<file path="src/design/cdf_pkg.sv">
// Shared types and constants for the command stream deframer.
// Holds the result kinds, error codes, parse phases and the opcode class table.
// Depends on nothing else.
package cdf_pkg;

  typedef enum logic [2:0] {
    KIND_HEADER     = 3'd0,
    KIND_LENGTH     = 3'd1,
    KIND_PAYLOAD    = 3'd2,
    KIND_TERMINATOR = 3'd3,
    KIND_ERROR      = 3'd4
  } kind_e;

  typedef enum logic [1:0] {
    ERR_NONE    = 2'd0,
    ERR_MISSING = 2'd1,
    ERR_UNKNOWN = 2'd2,
    ERR_OVERRUN = 2'd3
  } error_e;

  typedef enum logic [1:0] {
    PH_OPCODE  = 2'd0,
    PH_LENGTH  = 2'd1,
    PH_PAYLOAD = 2'd2,
    PH_STOPPED = 2'd3
  } phase_e;

  localparam logic [7:0] OP_END          = 8'h00;
  localparam logic [7:0] OP_CLASS1_BASE  = 8'h20;
  localparam logic [7:0] OP_CLASS2_BASE  = 8'h40;
  localparam logic [7:0] OP_CLASS4_BASE  = 8'h60;
  localparam logic [7:0] OP_CLASS6_BASE  = 8'h80;
  localparam logic [7:0] OP_CLASS8_BASE  = 8'ha0;
  localparam logic [7:0] OP_EXPLICIT_BASE = 8'hc0;
  localparam logic [7:0] OP_UNKNOWN_BASE = 8'he0;

  // Register addresses: bit 2 of paddr selects the register slot.
  localparam logic REG_REGION_LENGTH = 1'b0;

  // Payload length implied by the opcode class (opcodes below the explicit range).
  function automatic logic [7:0] class_length(input logic [7:0] op);
    logic [7:0] len;
    if (op < OP_CLASS1_BASE) begin
      len = 8'd0;
    end else if (op < OP_CLASS2_BASE) begin
      len = 8'd1;
    end else if (op < OP_CLASS4_BASE) begin
      len = 8'd2;
    end else if (op < OP_CLASS6_BASE) begin
      len = 8'd4;
    end else if (op < OP_CLASS8_BASE) begin
      len = 8'd6;
    end else begin
      len = 8'd8;
    end
    return len;
  endfunction

endpackage

</file>
<file path="src/design/command_stream_deframer.sv">
// Command stream deframer: top level, one byte per transaction in, one result out.
// Uses cdf_pkg for kinds, error codes, phases and the opcode class table.
//
// Usage. Bytes of a command region arrive on the input channel (in_valid_i,
// in_stall_o, data_byte_i). Each byte inside the region gives one result
// transaction on the output channel (out_valid_o, out_stall_i and the result
// fields); bytes beyond region_length, or after a terminator or an error,
// are taken and dropped. region_length is written through the APB port at
// byte address 0 while the block is idle.
// Latency: a result appears in the cycle after its byte is taken.
// Throughput: one byte per cycle unless stalled; the classification of a byte
// and the state update are a single compare-and-add stage ahead of the result
// register. Back-pressure: while a result waits with out_stall_i high, in_stall_o
// is high; as soon as the result is taken a new byte is accepted in that cycle.
// Reset: the parser returns to expecting an opcode at position zero,
// region_length clears to zero and the result register empties.
module command_stream_deframer #(
  parameter int POSITION_WIDTH = 16
) (
  input  logic        clk_i,
  input  logic        rst_ni,
  // APB configuration port
  input  logic        psel,
  input  logic        penable,
  input  logic        pwrite,
  input  logic [2:0]  paddr,
  input  logic [31:0] pwdata,
  output logic [31:0] prdata,
  output logic        pready,
  // Byte input
  input  logic        in_valid_i,
  output logic        in_stall_o,
  input  logic [7:0]  data_byte_i,
  // Result output
  output logic        out_valid_o,
  input  logic        out_stall_i,
  output logic [2:0]  kind_o,
  output logic [7:0]  opcode_o,
  output logic [7:0]  payload_length_o,
  output logic [7:0]  byte_index_o,
  output logic [7:0]  payload_byte_o,
  output logic        command_done_o,
  output logic [1:0]  error_code_o,
  output logic        region_end_o
);

  // Wide enough for position + 1 + 255 and for the 16-bit region length.
  localparam int CW = ((POSITION_WIDTH > 16) ? POSITION_WIDTH : 16) + 1;

  logic [15:0] region_length_q;

  cdf_pkg::phase_e           phase_q, phase_d;
  logic [POSITION_WIDTH-1:0] pos_q, pos_d;
  logic [7:0]                op_q, op_d;
  logic [7:0]                len_q, len_d;
  logic [7:0]                cnt_q, cnt_d;

  logic                      out_valid_q;
  cdf_pkg::kind_e            kind_q, kind_d;
  cdf_pkg::error_e           err_q, err_d;
  logic [7:0]                res_op_q, res_op_d;
  logic [7:0]                res_len_q, res_len_d;
  logic [7:0]                res_idx_q, res_idx_d;
  logic [7:0]                res_byte_q, res_byte_d;
  logic                      res_done_q, res_done_d;
  logic                      res_end_q, res_end_d;
  logic                      res_fire;

  logic                      in_accept;
  logic [CW-1:0]             pos_ext, next_ext, reg_ext;
  logic [7:0]                cls_len;
  logic                      pay_done;

  // Configuration port
  assign pready = 1'b1;
  assign prdata = (paddr[2] == cdf_pkg::REG_REGION_LENGTH) ? {16'd0, region_length_q} : 32'd0;

  always_ff @(posedge clk_i or negedge rst_ni) begin
    if (!rst_ni) begin
      region_length_q <= 16'd0;
    end else if (psel && penable && pwrite && pready &&
                 paddr[2] == cdf_pkg::REG_REGION_LENGTH) begin
      region_length_q <= pwdata[15:0];
    end
  end

  // Handshake: a waiting result that is stalled holds off new bytes.
  assign in_stall_o = out_valid_q && out_stall_i;
  assign in_accept  = in_valid_i && !in_stall_o;

  assign pos_ext  = CW'(pos_q);
  assign next_ext = pos_ext + CW'(1);
  assign reg_ext  = CW'(region_length_q);
  assign cls_len  = cdf_pkg::class_length(data_byte_i);
  assign pay_done = ({1'b0, cnt_q} + 9'd1) >= {1'b0, len_q};

  always_comb begin
    phase_d    = phase_q;
    pos_d      = pos_q;
    op_d       = op_q;
    len_d      = len_q;
    cnt_d      = cnt_q;
    res_fire   = 1'b0;
    kind_d     = cdf_pkg::KIND_HEADER;
    err_d      = cdf_pkg::ERR_NONE;
    res_op_d   = 8'd0;
    res_len_d  = 8'd0;
    res_idx_d  = 8'd0;
    res_byte_d = 8'd0;
    res_done_d = 1'b0;
    res_end_d  = (next_ext == reg_ext);

    if (in_accept && phase_q != cdf_pkg::PH_STOPPED && pos_ext < reg_ext) begin
      res_fire = 1'b1;
      if (pos_q != {POSITION_WIDTH{1'b1}}) begin
        pos_d = pos_q + POSITION_WIDTH'(1);
      end
      unique case (phase_q)
        cdf_pkg::PH_OPCODE: begin
          if (data_byte_i == cdf_pkg::OP_END) begin
            phase_d = cdf_pkg::PH_STOPPED;
            kind_d  = cdf_pkg::KIND_TERMINATOR;
          end else begin
            op_d     = data_byte_i;
            res_op_d = data_byte_i;
            priority if (data_byte_i >= cdf_pkg::OP_UNKNOWN_BASE) begin
              phase_d = cdf_pkg::PH_STOPPED;
              kind_d  = cdf_pkg::KIND_ERROR;
              err_d   = cdf_pkg::ERR_UNKNOWN;
            end else if (data_byte_i >= cdf_pkg::OP_EXPLICIT_BASE) begin
              if (next_ext >= reg_ext) begin
                phase_d = cdf_pkg::PH_STOPPED;
                kind_d  = cdf_pkg::KIND_ERROR;
                err_d   = cdf_pkg::ERR_MISSING;
              end else begin
                len_d   = 8'd0;
                phase_d = cdf_pkg::PH_LENGTH;
              end
            end else if (next_ext + CW'(cls_len) > reg_ext) begin
              phase_d   = cdf_pkg::PH_STOPPED;
              kind_d    = cdf_pkg::KIND_ERROR;
              err_d     = cdf_pkg::ERR_OVERRUN;
              res_len_d = cls_len;
            end else begin
              len_d      = cls_len;
              cnt_d      = 8'd0;
              phase_d    = (cls_len == 8'd0) ? cdf_pkg::PH_OPCODE : cdf_pkg::PH_PAYLOAD;
              res_len_d  = cls_len;
              res_done_d = (cls_len == 8'd0);
            end
          end
        end
        cdf_pkg::PH_LENGTH: begin
          res_op_d  = op_q;
          res_len_d = data_byte_i;
          if (next_ext + CW'(data_byte_i) > reg_ext) begin
            phase_d = cdf_pkg::PH_STOPPED;
            kind_d  = cdf_pkg::KIND_ERROR;
            err_d   = cdf_pkg::ERR_OVERRUN;
          end else begin
            len_d      = data_byte_i;
            cnt_d      = 8'd0;
            phase_d    = (data_byte_i == 8'd0) ? cdf_pkg::PH_OPCODE : cdf_pkg::PH_PAYLOAD;
            kind_d     = cdf_pkg::KIND_LENGTH;
            res_done_d = (data_byte_i == 8'd0);
          end
        end
        cdf_pkg::PH_PAYLOAD: begin
          cnt_d      = cnt_q + 8'd1;
          kind_d     = cdf_pkg::KIND_PAYLOAD;
          res_op_d   = op_q;
          res_len_d  = len_q;
          res_idx_d  = cnt_q;
          res_byte_d = data_byte_i;
          res_done_d = pay_done;
          if (pay_done) begin
            phase_d = cdf_pkg::PH_OPCODE;
          end
        end
        cdf_pkg::PH_STOPPED: begin
          res_fire = 1'b0;
        end
        default: begin
          res_fire = 1'b0;
        end
      endcase
    end
  end

  always_ff @(posedge clk_i or negedge rst_ni) begin
    if (!rst_ni) begin
      phase_q     <= cdf_pkg::PH_OPCODE;
      pos_q       <= '0;
      op_q        <= 8'd0;
      len_q       <= 8'd0;
      cnt_q       <= 8'd0;
      out_valid_q <= 1'b0;
    end else begin
      phase_q <= phase_d;
      pos_q   <= pos_d;
      op_q    <= op_d;
      len_q   <= len_d;
      cnt_q   <= cnt_d;
      if (!in_stall_o) begin
        out_valid_q <= res_fire;
      end
    end
  end

  // Result register: loaded only when a byte produces a result.
  always_ff @(posedge clk_i) begin
    if (res_fire) begin
      kind_q     <= kind_d;
      err_q      <= err_d;
      res_op_q   <= res_op_d;
      res_len_q  <= res_len_d;
      res_idx_q  <= res_idx_d;
      res_byte_q <= res_byte_d;
      res_done_q <= res_done_d;
      res_end_q  <= res_end_d;
    end
  end

  assign out_valid_o      = out_valid_q;
  assign kind_o           = kind_q;
  assign error_code_o     = err_q;
  assign opcode_o         = res_op_q;
  assign payload_length_o = res_len_q;
  assign byte_index_o     = res_idx_q;
  assign payload_byte_o   = res_byte_q;
  assign command_done_o   = res_done_q;
  assign region_end_o     = res_end_q;

endmodule

</file>
<file path="config.mk">
export PLATFORM = sky130hd
export DESIGN_NAME = command_stream_deframer
export DESIGN_NICKNAME = d
export VERILOG_FILES = /design/src/design/cdf_pkg.sv /design/src/design/command_stream_deframer.sv
export SDC_FILE = /design/constraint.sdc
export NUM_CORES = 1
export LEC_CHECK = 0
export ABC_CLOCK_PERIOD_IN_PS = 4650
export BUFFER_PORTS_ARGS = -buffer_cell sky130_fd_sc_hd__buf_2
export CAP_MARGIN = 40
export CORE_AREA = 2 2 124 126
export DETAILED_ROUTE_END_ITERATION = 10
export DIE_AREA = 0 0 126 128
export PLACE_DENSITY_LB_ADDON = 0.05
export REMOVE_ABC_BUFFERS = 1
export SYNTH_ARGS = -nofsm -noshare
export SYNTH_HDL_FRONTEND = slang
export SYNTH_SLANG_ARGS = --single-unit
</file>
<file path="constraint.sdc">
create_clock -name clk_i -period 4.65 [get_ports clk_i]
set_input_delay 0.93 -clock clk_i [delete_from_list [all_inputs] [get_ports clk_i]]
set_output_delay 0.93 -clock clk_i [all_outputs]
set_load 0.1 [all_outputs]
</file>
After elaboration in Yosys (flattened, before gate mapping)
Cells that the tools add are included.
{ "word_totals": {"reg_bits": 98, "word_cells": 126} }
{ "classes": {"addsub": 6, "order_cmp": 12, "n_eq_ne": 14, "muxes": 57, "n_bitwise": 2, "n_reduce_logical": 20} }
{ "op_table": {"columns": ["op", "n"], "rows": [
  ["$mux 8", 16],
  ["$pmux 8 s3", 2],
  ["$add 17x8->17", 2],
  ["$gt 17x16->1", 2],
  ["$pmux 8 s2", 2],
  ["$mux 2", 14],
  ["$mux 3", 6],
  ["$add 16x1->17 const B", 1],
  ["$eq 17x16->1", 1],
  ["$ge 17x16->1", 1],
  ["$add 16x1->16 const B", 1],
  ["$ge 8x8->1 const B", 2],
  ["$logic_not 8->1", 2],
  ["$lt 16x16->1", 1],
  ["$lt 8x7->1 const B", 2],
  ["$lt 8x8->1 const B", 2],
  ["$mux 16", 1],
  ["$mux 4", 4],
  ["$ne 16x16->1 const B", 1],
  ["$ne 2x2->1 const B", 7],
  ["$reduce_and 7->1", 2],
  ["$add 8x1->9 const B", 1],
  ["$ge 9x8->1", 1],
  ["$pmux 3 s3", 1],
  ["other kinds (18)", 36]
]} }

Logic depth before layout (Yosys ltp)
Gate-level depths: netlist of run 1.
{ "depth": {"word_depth": 13, "depth_mapped": 23, "mapped_depth_nobuf": 21} }

Worst setup path before layout of run 1
OpenSTA, ideal clock, no wires.
{ "synth_timing": {"kind": "in2reg", "start": "input data_byte_i[6]", "end": "register cnt_q[0]", "setup_ns": 0.127, "t_arrival_ns": 4.923, "required_time_ns": 4.523, "path_slack_ns": -0.400, "stages": 22, "n_path_buf": 2, "path_cell_list": "clkbuf_1 nand2b_1 a21oi_1 ha_1 a21o_1 a21oi_1 nand2b_1 a21oi_1 nand3_1 nor4_1 nand2_1 xnor2_1 ha_1 o21ai_0 nor2_1 nor3_1 nor2_1 a2bb2oi_1 o41ai_2 and3_1 buf_6 mux2_1"} }
{ "synth_between": {"elab_chain_cells": 10, "elab_cells_between_ends": 23} }
{ "synth_rtl": {"columns": ["item", "line_no", "rtl"], "rows": [
  ["from (decl)", "command_stream_deframer.sv:33", "input logic [7:0] data_byte_i,"],
  ["$lt 8x8->1", "cdf_pkg.sv:51", "end else if (op < OP_CLASS8_BASE) begin"],
  ["$mux 4", "cdf_pkg.sv:51", null],
  ["$mux 4", "cdf_pkg.sv:49", "end else if (op < OP_CLASS6_BASE) begin"],
  ["$mux 4", "cdf_pkg.sv:47", "end else if (op < OP_CLASS4_BASE) begin"],
  ["$mux 4", "cdf_pkg.sv:45", "end else if (op < OP_CLASS2_BASE) begin"],
  ["$mux 8", "cdf_pkg.sv:43", "if (op < OP_CLASS1_BASE) begin"],
  ["$add 17x8->17", "command_stream_deframer.sv:139", "end else if (next_ext + CW'(cls_len) > reg_ext) begin"],
  ["$gt 17x16->1", "command_stream_deframer.sv:139", null],
  ["$ne 2x2->1 (no source line)", null, null],
  ["$reduce_and 7->1 (no source line) *", null, null],
  ["to (signal assigned)", "command_stream_deframer.sv:203", "cnt_q <= cnt_d;"],
  ["to (decl)", "command_stream_deframer.sv:56", "logic [7:0] cnt_q, cnt_d;"]
]} }
Every way passes the cells marked *; elsewhere a longest branch is shown, timed or not.
A chain may end at the register's enable or synchronous reset.

Worst setup path after layout of run 1
{ "layout_timing": {"start": "input data_byte_i[7]", "end": "register cnt_q[0]"} }
Same word-level chain as after synthesis.

==> impl_metrics.csv, run 1 <==
group,metric,value,unit
routing,drtPass1Iterations,4,
clock_network,cts_inserted_buffers,9,
outcome,status,"complete, but fails checks",
routing,drt_iter0_markers,327,
die,die_h,128,um
grt,antenna_found_initial,0,
die,core_area,14900,um2
critical_path,crit_path_top_delay_cell,"o41ai_4",
flow_run,cap_viol_max_count,0,
timing,max_slew_margin,44.6,%
die,fp.dieW,126,um
outcome,violations,"setup timing",
grt,grt_max_degree,38,
pwr,power.density,571,nW/um2
finish,syn_to_final_growth,24.1,%
routing,vias,6242,
routing,drt_wl_total,19400,um
critical_path,crit_buf_inv,3,
clock_network,clkTransAtPathRegs,0.08,ns
timing,skew,0.0115,ns
synthesis,async_flop_share,60.2,%
placement,dp_hpwl,15200,um
routing,wire_per_inst,17.1,um
routing,ant_nets,0,
timing,finalCritPeriodShare,100,%
timing,setup_tns,-0.0102,ns
clock_network,cts_sinks,98,
routing,drc_errors,0,
clock_network,cts_root_buf,"clkbuf_16",
critical_path,crit_family,"compound AO/OA/AOI/OAI gates",
critical_path,critPathLaunchType,"input pin",
timing,clock.fmax,215,MHz
placement,place_inst,1114,
routing,wl_met1,8310,um
finish,multi_input_area,4730,um2
die,initial_utilization,50.4,%
synthesis,syn_area,7490,um2
timing,rsz0062_at_grt,"true",
die,ios,124,
critical_path,path_max_fanout,8,
clock_network,clk_path_buf_depth,2,
critical_path,cp-end-kind,"flip-flop",
grt,grt_usage,24.5,%
synthesis,synthTopCellsByArea,"dfrtp_1 (20%), edfxtp_1 (16%), ha_1 (15%)",
critical_path,rrSetupSlack,0.15,ns
finish,antenna_cells,0,
synthesis,synth_seq_cells,98,
grt,grt_pass1_vias,6249,
synthesis,synth_flop_cell,"dfrtp_1",
critical_path,cp_cell_sequence,"buf_12, nor2_4, and2_4, ha_4, inv_2, fa_2, nor2b_2, o21ai_2, a221oi_2, nand3_2, xor2_1, ha_1, nand4_1, inv_2, a2111oi_4, o311ai_2, a2bb2oi_4, o41ai_4, and3_4, mux2_1",
routing,routed.top_layer,"met4",
timing,setup_slack,-0.0102,ns
routing,viasPerCell,5.49,
grt,gr-total-overflow,0,
critical_path,worst_ep_required_time,4.90,ns
finish,drive_gt1_share,30.5,%
clock_network,clk_latency,0.36,ns
synthesis,synth-seq-area-share,35.3,%
synthesis,post_synth_num_cell_types,76,
critical_path,worst_ep_arrival_time,4.91,ns
timing,slew_violations,0,
timing,hold_viol,0,
finish,stdcell_count,1138,
placement,globalplace.congestion,0.910,
synthesis,yosysTopAreaCellShare,19.7,%
critical_path,slowest_delay,0.39,ns
routing,met3_length,532,um
placement,io_buffers,88,
clock_network,cts.hold.buffers_added,0,
routing,dr_wl_met2,9940,um
synthesis,yosysWarnings,0,
synthesis,syn_inst,784,
finish,fillCellCount,1279,
synthesis,synth.largest_area_cell,"dfrtp_1",
synthesis,synth-edff-count,39,
timing,min_period,4.66,ns
finish,final_nets,1088,
hold_path,hold_path.class,"flip-flop to flip-flop",
die,dieArea,16100,um2
clock_network,htreeDepth,3,
critical_path,cp_common_cell,"inv_2",
synthesis,avgSynthCellArea,9.56,um2
critical_path,criticalPathCategory,"input pin to flip-flop",
pwr,leakagePower,4.35,nW
timing,tightest_slew,0.827,ns
grt,grt_pass1_wl,31200,um
die,num_rows,45,
clock_network,cts_tree,"built",
timing,setup_violations,1,
finish,regArea,2650,um2
pwr,ir_drop,0.251,mV
[layout by cell type (no fill, tap or decap), types with 4 or more instances in the layout]
cell type / synthesis / routed
a211oi_2: 1 / 4
nor4_2: 2 / 4
a21oi_1: 34 / 30
and2_1: 9 / 8
mux2_1: 4 / 4
nor2b_1: 10 / 8
o211ai_1: 4 / 4
inv_1: 56 / 52
o21a_1: 6 / 6
nand3_1: 16 / 14
buf_4: 17 / 94
clkbuf_16: 0 / 9
nor2_1: 66 / 61
nand2b_1: 10 / 8
dfrtp_2: 0 / 4
dfrtp_1: 59 / 55
and3_1: 25 / 23
a21oi_4: 0 / 4
a211oi_1: 7 / 4
nand3_2: 2 / 4
mux2_2: 24 / 24
nor3_1: 13 / 12
buf_2: 6 / 86
nand2_1: 61 / 60
a22oi_1: 8 / 8
ha_1: 91 / 87
conb_1: 2 / 17
a21o_1: 9 / 9
edfxtp_1: 39 / 39
o21ai_0: 28 / 22
xor2_1: 15 / 14
mux2i_1: 13 / 12
xnor2_1: 42 / 40
o21ai_1: 3 / 7
nand4_1: 12 / 12
nor4_1: 7 / 5
[metrics by stage]
stage               utilization (%)  instance area, um2  hold WS [ns]  total power [mW]  setup slack (ns)
global placement               58.0                8620         0.470              4.29            -0.620
finish                         62.6                9300         0.501              5.31           -0.0102
floorplan                         -                7280         0.451              3.47             -1.16
CTS                            61.2                9090         0.502              5.22           0.00428
global route                   62.6                9300         0.520              5.67            -0.185
detailed placement             58.0                8620         0.485              4.38            -0.780
[what timing repair did]
action | in CTS | in global routing
pin swaps | 15 | 24
setup buffers | 2 | 6
gates resized for setup | 38 | 39
endpoints found under the setup margin | 23 | 23
[cell families (layout without fill, tap and decap cells)]
family	after synthesis	in the layout	synth area share, %
AND/OR/NAND/NOR	255	255	17.7
AO/OA/AOI/OAI	133	133	12.0
buffers and inverters	104	255	6.36
flip-flops	98	98	35.3
adder cells (fa/ha/maj)	93	93	15.7
XOR/XNOR	58	58	6.88
multiplexers	41	41	5.95
other	2	17	0.100
[worst min-delay path, stage by stage (launching register included)]
cell and delay, ns:
dfrtp_1 0.36, nand2_1 0.05, o21ai_0 0.06
[report_power, final]
part	switching [mW]	total, mW	internal (mW)
sequential	0.159	1.31	1.15
clock	0.365	0.739	0.374
combinational	2.07	3.26	1.19
[final cells by class]
class	count	share of cell area (%)
multi-input cells	597	50.9
flip-flops and latches	98	28.5
repair buffers	183	12.7
well taps	188	2.53
clock buffers	9	2.42
inverters	56	2.30
clock inverters	7	0.659
[final timing paths]
kind	startpoint	endpoint	cells past startpoint
max reg2reg	pos_q[0]	len_q[3]	20
max in group asynchronous	rst_ni	phase_q[1]	2
min reg2reg	op_q[1]	op_q[1]	2
min in group asynchronous	rst_ni	region_length_q[15]	1
max	data_byte_i[7]	cnt_q[0]	20
min	op_q[1]	op_q[1]	2
[registers in the layout, indices dropped and copies added, names as in the netlist, 3 cells and up]
| signal | cells |
|---|---|
| byte_index_o | 8 |
| cnt_q | 8 |
| kind_o | 3 |
| len_q | 8 |
| op_q | 8 |
| opcode_o | 8 |
| payload_byte_o | 8 |
| payload_length_o | 8 |
| pos_q | 16 |
| region_length_q | 16 |
[synth_stat cells, drive strengths merged (2+ instances only)]
library cell	instances
or3	4
fa	2
xnor2	42
nand2	62
and2	9
clkbuf	21
and3	25
or4	2
mux2	28
inv	56
nand3b	2
a22oi	8
o21bai	2
a211oi	8
o311ai	2
nand2b	10
a21oi	35
nor3	13
edfxtp	39
nor3b	2
nand3	18
nor2	67
mux2i	13
conb	2
nor2b	10
dfrtp	59
o211ai	4
buf	27
nand4	14
o21a	6
o211a	2
a31oi	3
ha	91
a41oi	2
o21ai	32
o311a	3
xor2	16
a21o	9
a222oi	3
and4	3
nor4	10
[metal layers]
metal	global-route usage [%]	vias to the layer above
li1	-	3090
met1	29.5	2991
met2	43.8	119
met3	2.96	42
met4	11.3	0
met5	0	-
Note: power is estimated with default switching activity, not from simulation.
==> inputs of run 2 (changes only) <==
--- a/config.mk
+++ b/config.mk
@@ -8,9 +8,9 @@
 export ABC_CLOCK_PERIOD_IN_PS = 4650
 export BUFFER_PORTS_ARGS = -buffer_cell sky130_fd_sc_hd__buf_2
 export CAP_MARGIN = 40
-export CORE_AREA = 2 2 124 126
+export CORE_AREA = 2 2 134 235
 export DETAILED_ROUTE_END_ITERATION = 10
-export DIE_AREA = 0 0 126 128
+export DIE_AREA = 0 0 136 237
 export PLACE_DENSITY_LB_ADDON = 0.05
 export REMOVE_ABC_BUFFERS = 1
 export SYNTH_ARGS = -nofsm -noshare
==> impl_metrics.csv, run 2 (synthesized netlist as in run 1, its figures left out) <==
group,metric,value,unit
routing,drtPass1Iterations,4,
timing,finalCritPeriodShare,99.4,%
pwr,pwr-share-clk,14.1,%
die,core_area,30400,um2
timing,hold_viol,0,
critical_path,critPathLaunch,"data_byte_i[7]",
timing,max_slew_margin,47.1,%
critical_path,path_max_fanout,5,
placement,globalplace.congestion,0.857,
finish,mostFrequentLayoutCell,"buf_4",
flow_run,cap_viol_max_count,0,
critical_path,worst_ep_arrival_time,4.70,ns
finish,design_area,9830,um2
critical_path,rr_endpoint,"command_done_o",
critical_path,rr_startpoint,"pos_q[0]",
timing,min_period,4.62,ns
critical_path,cp_cell_sequence,"buf_12, nor2_4, and2_4, ha_4, inv_2, fa_2, nor2b_2, o21ai_2, a221oi_4, nand3_2, xor2_1, ha_1, nand4_1, buf_4, nor3_4, a2111oi_4, o311ai_2, a2bb2oi_4, buf_4, buf_6, nor3_1, o21ai_1, a21oi_1",
critical_path,slowest_delay,0.34,ns
finish,syn_to_final_growth,31.2,%
routing,drc_errors,0,
clock_network,htreeDepth,3,
hold_path,hold_path.class,"flip-flop to flip-flop",
routing,drt_wl_total,24700,um
pwr,power.density,565,nW/um2
clock_network,clk_latency,0.37,ns
timing,slew_violations,0,
clock_network,cts_inserted_buffers,9,
finish,antenna_cells,0,
hold_path,min_to,"op_q[1]",
hold_path,worstHoldPathCells,2,
finish,regArea,2650,um2
finish,final_nets,1110,
finish,reg_top3,"pos_q: 16 flops, region_length_q: 16 flops",
hold_path,worstHoldStart,"op_q[1]",
routing,drt_iter0_markers,289,
timing,rsz0062_at_grt,"true",
finish,fillCellCount,3249,
pwr,ir_drop,0.195,mV
pwr,switching_share,48.5,%
placement,place_inst,1332,
pwr,combPwrFrac,62.1,%
pwr,seq_power_share,23.8,%
pwr,p_int,2.86,mW
routing,vias,6399,
critical_path,reg2reg_depth,22,
die,die_h,237,um
critical_path,crit_family,"compound AO/OA/AOI/OAI gates",
critical_path,worst_ep_required_time,4.73,ns
placement,dpl_cell_area,8990,um2
clock_network,clkTransAtPathRegs,0.07,ns
grt,grt_usage,15.9,%
timing,setup_slack,0.0266,ns
finish,drive_gt1_share,33.1,%
die,initial_utilization,24.6,%
critical_path,cp_common_cell,"buf_4",
grt,antenna_found_initial,1,
pwr,p_sw,2.69,mW
critical_path,critPathLaunchType,"input pin",
placement,place_ws,-0.847,ns
routing,viasPerCell,4.69,
finish,multi_input_area,4820,um2
timing,tightest_slew,0.794,ns
critical_path,crit_buf_inv,5,
outcome,status,"complete, no violations",
timing,clock.fmax,216,MHz
finish,final_cell_mix,"buf_4 (110), ha_1 (87), buf_2 (86)",
grt,gr-total-overflow,0,
die,ios,124,
placement,dp_hpwl,19900,um
critical_path,rrSetupSlack,0.05,ns
critical_path,cp-end-kind,"flip-flop",
die,fp.dieW,136,um
pwr,leakagePower,4.51,nW
timing,setup_violations,0,
finish,stdcell_count,1363,
critical_path,criticalPathCategory,"input pin to flip-flop",
timing,skew,0.0155,ns
clock_network,cts_tree,"built",
routing,ant_nets,0,
routing,wire_per_inst,18.2,um
grt,grt_pass1_vias,6742,
clock_network,cts_root_buf,"clkbuf_16",
critical_path,crit_path_top_delay_cell,"fa_2",
grt,grt_pass1_wl,38200,um
grt,grt_max_degree,41,
placement,io_buffers,88,
timing,setup_tns,0,ns
die,dieArea,32200,um2
die,num_rows,85,
clock_network,cts.hold.buffers_added,0,
clock_network,cts_sinks,98,
clock_network,clk_path_buf_depth,2,
[run 2: cell types whose count changed in the layout (fill, tap and decap cells not counted), moves of 3 or more]
cell and change:
a21oi_2 +3, buf_4 +16, buf_6 +6, mux2_1 -3, mux2_4 +3, o21ai_0 -5
o21ai_2 +3
[run 2: worst max-delay path by stage]
stage                            to  slack, ns  depth (start not counted)
floorplan                   op_q[0]      -1.16                          6
global placement    error_code_o[1]      -0.83                         21
detailed placement  error_code_o[1]      -0.85                         21
CTS                        cnt_q[6]      0.006                         21
global route               cnt_q[7]      -0.20                         23
finish               command_done_o       0.03                         23
[run 2: worst reg2reg max path, cell delays in order, from the launching register on]
cell,delay (ns)
dfrtp_2,0.46
ha_4,0.20
buf_4,0.13
xor2_1,0.13
buf_4,0.16
ha_1,0.31
nor2b_2,0.15
o21ai_2,0.09
a221oi_4,0.27
nand3_2,0.18
xor2_1,0.19
ha_1,0.30
nand4_1,0.14
buf_4,0.18
nor3_4,0.21
a2111oi_4,0.05
o311ai_2,0.33
a2bb2oi_4,0.28
buf_4,0.17
buf_6,0.09
nor3_1,0.04
o21ai_1,0.16
a21oi_1,0.10
[run 2: layout make-up]
| class | count | area share (%) |
|---|---|---|
| sequential | 98 | 27.0 |
| multi-input combinational | 597 | 49.0 |
| timing repair buffer | 205 | 13.9 |
| clock buffer | 11 | 2.37 |
| inverter | 56 | 2.14 |
| clock inverter | 5 | 0.623 |
| tap | 391 | 4.98 |
[run 2: timing repair]
item,4_1_cts,5_1_grt
setup buffers,8,8
gates resized for setup,67,37
endpoints found under the setup margin,23,23
pin swaps,25,32
[run 2: through the flow]
stage | power (mW) | utilization [%] | hold WS, ns
floorplan | 3.47 | - | 0.451
global placement | 4.51 | 29.5 | 0.472
global route | 6.00 | 32.3 | 0.527
finish | 5.55 | 32.3 | 0.493
CTS | 5.56 | 31.6 | 0.501
detailed placement | 4.56 | 29.6 | 0.486
[run 2: power groups by stage]
stage | Combinational, mW | Clock, mW | Sequential, mW
after floorplan | 1.68 | 0 | 1.79
after CTS | 3.40 | 0.832 | 1.33
after detailed placement | 3.22 | 0 | 1.33
after global routing | 3.79 | 0.854 | 1.35
after global placement | 3.18 | 0 | 1.33
final | 3.45 | 0.784 | 1.32
[run 2: routing by layer]
layer  track usage [%]  vias to the layer above  share of wire, %
met3              2.14                       37               2.3
met2              31.8                      107                59
met1              15.5                     3129                36
met5                 0                        -             0.053
met4              7.48                        2               3.4
li1                  -                     3124                 -
==> inputs of run 3 (changes only) <==
--- a/config.mk
+++ b/config.mk
@@ -5,12 +5,13 @@
 export SDC_FILE = /design/constraint.sdc
 export NUM_CORES = 1
 export LEC_CHECK = 0
+export ABC_AREA = 1
 export ABC_CLOCK_PERIOD_IN_PS = 4650
 export BUFFER_PORTS_ARGS = -buffer_cell sky130_fd_sc_hd__buf_2
 export CAP_MARGIN = 40
-export CORE_AREA = 2 2 134 235
+export CORE_AREA = 2 2 180 182
 export DETAILED_ROUTE_END_ITERATION = 10
-export DIE_AREA = 0 0 136 237
+export DIE_AREA = 0 0 182 184
 export PLACE_DENSITY_LB_ADDON = 0.05
 export REMOVE_ABC_BUFFERS = 1
 export SYNTH_ARGS = -nofsm -noshare
==> impl_metrics.csv, run 3 <==
group,metric,value,unit
outcome,status,"complete, no violations",
routing,viasPerCell,4.34,
finish,final_nets,1274,
grt,gr-total-overflow,0,
timing,skew,0.00911,ns
synthesis,synth_compound_area_share,11.5,%
die,ios,124,
clock_network,cts_sinks,98,
synthesis,synth-xor-area-share,4.40,%
critical_path,criticalPathCategory,"input pin to flip-flop",
critical_path,cp_common_cell,"nand2_1",
die,initial_utilization,24.8,%
synthesis,synth_flop_cell,"dfrtp_1",
grt,antenna_found_initial,0,
synthesis,yosysWarnings,0,
critical_path,path_max_fanout,5,
grt,grt_max_degree,38,
synthesis,synthTopCellsByArea,"dfrtp_1 (19%), edfxtp_1 (15%), ha_1 (15%)",
synthesis,yosysTopAreaCellShare,19.0,%
synthesis,synthTopCellsByCount,"nand2_1 (197), inv_1 (130), nor2_1 (96)",
routing,ant_nets,0,
timing,slew_violations,0,
synthesis,synth.largest_area_cell,"dfrtp_1",
timing,finalCritPeriodShare,93.5,%
finish,final_cell_mix,"nand2_1 (187), inv_1 (124), nor2_1 (90)",
timing,hold_viol,0,
routing,wire_per_inst,15.9,um
synthesis,async_flop_share,60.2,%
finish,syn_to_final_growth,24.7,%
finish,stdcell_count,1538,
finish,regArea,2650,um2
pwr,ir_drop,0.217,mV
critical_path,crit_path_top_delay_cell,"fa_2",
finish,multi_input_area,4640,um2
synthesis,syn_area,7790,um2
finish,drive_gt1_share,27.4,%
synthesis,synth_fa_ha_area_share,15.1,%
clock_network,cts_root_buf,"clkbuf_16",
pwr,leakagePower,4.71,nW
placement,place_inst,1514,
clock_network,htreeDepth,3,
routing,vias,6680,
pwr,power.density,554,nW/um2
routing,drt_iter0_markers,288,
critical_path,worst_ep_required_time,4.77,ns
timing,setup_violations,0,
critical_path,worst_ep_arrival_time,4.47,ns
hold_path,hold_path.class,"flip-flop to flip-flop",
synthesis,yosysMostFrequentCell,"nand2_1",
clock_network,cts.hold.buffers_added,0,
finish,fillCellCount,3425,
timing,tightest_slew,0.882,ns
synthesis,synth_top_family_by_area,"simple AND/OR/NAND/NOR gates",
die,core_area,31400,um2
grt,grt_pass1_vias,6549,
synthesis,avgSynthCellArea,8.05,um2
clock_network,clkTransAtPathRegs,0.08,ns
pwr,power.total,5.38,mW
synthesis,synth-edff-count,39,
critical_path,cp-end-kind,"flip-flop",
synthesis,post_synth_num_cell_types,51,
critical_path,slowest_delay,0.36,ns
synthesis,syn_inst,967,
clock_network,clk_latency,0.38,ns
clock_network,clk_path_buf_depth,2,
timing,clock.fmax,230,MHz
die,dieArea,33500,um2
synthesis,synth_simple_gate_area_share,24.7,%
finish,mostFrequentLayoutCell,"nand2_1",
synthesis,synth_seq_cells,98,
clock_network,cts_inserted_buffers,9,
placement,globalplace.congestion,0.795,
synthesis,synth-seq-area-share,34.0,%
synthesis,synth.area.mux_share,0,%
routing,drt_wl_total,24400,um
die,num_rows,65,
routing,drc_errors,0,
die,fp.dieW,182,um
timing,min_period,4.35,ns
timing,rsz0062_at_grt,"false",
placement,io_buffers,88,
flow_run,cap_viol_max_count,0,
die,die_h,184,um
clock_network,cts_tree,"built",
critical_path,critPathLaunchType,"input pin",
finish,reg_top3,"pos_q: 16 flops, region_length_q: 16 flops",
grt,grt_usage,15.1,%
finish,antenna_cells,0,
grt,grt_pass1_wl,38300,um
timing,max_slew_margin,41.2,%
routing,drtPass1Iterations,5,
placement,dp_hpwl,19100,um
-- run 3: changes by cell type after synthesis, moves of 17 or more --
cell     change
inv_1       +74
o21ai_2     +17
nand2_2     +17
nand2_1    +136
a21oi_1     +40
mux2_2      -24
nor2_1      +30
and3_1      -25
xnor2_1     -36
-- run 3: cell type report --
class / instances / area share (%)
Clock buffer: 9 / 2.32
Clock inverter: 7 / 0.631
Inverter: 140 / 5.50
Multi-Input combinational cell: 708 / 47.8
Sequential cell: 98 / 27.3
Tap cell: 402 / 5.18
Timing Repair Buffer: 174 / 11.3
-- run 3: logic make-up after synthesis --
logic type               Yosys count
buffers and inverters            178
XOR/XNOR                          34
adder cells (fa/ha/maj)           93
other                              2
AO/OA/AOI/OAI                    153
flip-flops                        98
AND/OR/NAND/NOR                  409
-- run 3: metrics by stage --
stage | worst slack (ns) | setup TNS [ns] | utilization, % | area, um2 | hold WS (ns)
final | 0.300 | 0 | 30.9 | 9710 | 0.495
after global routing | 0.00536 | 0 | 30.9 | 9710 | 0.527
after CTS | 0.0473 | 0 | 30.1 | 9450 | 0.494
after detailed placement | -0.445 | -8.73 | 29.1 | 9130 | 0.475
after global placement | -0.482 | -9.76 | 29.1 | 9130 | 0.468
after floorplan | 0.160 | 0 | - | 7590 | 0.453
-- run 3: where the power goes --
part / internal [mW] / total (mW) / switching (mW)
Combinational: 0.933 / 3.28 / 2.35
Clock: 0.374 / 0.773 / 0.399
Sequential: 1.16 / 1.32 / 0.155
Total: 2.47 / 5.38 / 2.91
-- run 3: path summary, 6_finish.rpt --
| check | from | endpoint | slack [ns] | cells past startpoint |
|---|---|---|---|---|
| worst max-delay path | data_byte_i[6] | error_code_o[1] | 0.30 | 29 |
| min in group asynchronous | rst_ni | op_q[4] | 0.56 | 1 |
| worst min register to register | op_q[7] | op_q[7] | 0.49 | 2 |
| worst min-delay path | op_q[7] | op_q[7] | 0.49 | 2 |
| max in group asynchronous | rst_ni | pos_q[2] | 3.03 | 2 |
| worst max register to register | pos_q[0] | cnt_q[2] | 0.47 | 28 |
-- run 3: worst max-delay path: cells and delay by family --
family	cells	cell delay (ns)
xor+xnor	1	0.15
simple gates	15	1.44
buf+inv	5	0.54
compound gates	5	0.60
fa+ha+maj	3	0.77
-- run 3: repair_timing --
item	4_1_cts	5_1_grt
endpoints found under the hold margin	0	0
resized for setup	3	57
gates cloned	2	0
buffers inserted	0	7
pin swaps	1	18
endpoints found under the setup margin	16	23
-- run 3: routing by layer --
layer  vias up  track usage (%)  share of wire, %
met4         0             4.29               1.4
met3        16             2.34               2.6
met1      3085             19.0                46
met5         -                0                 0
met2        99             26.6                50
li1       3480                -                 -
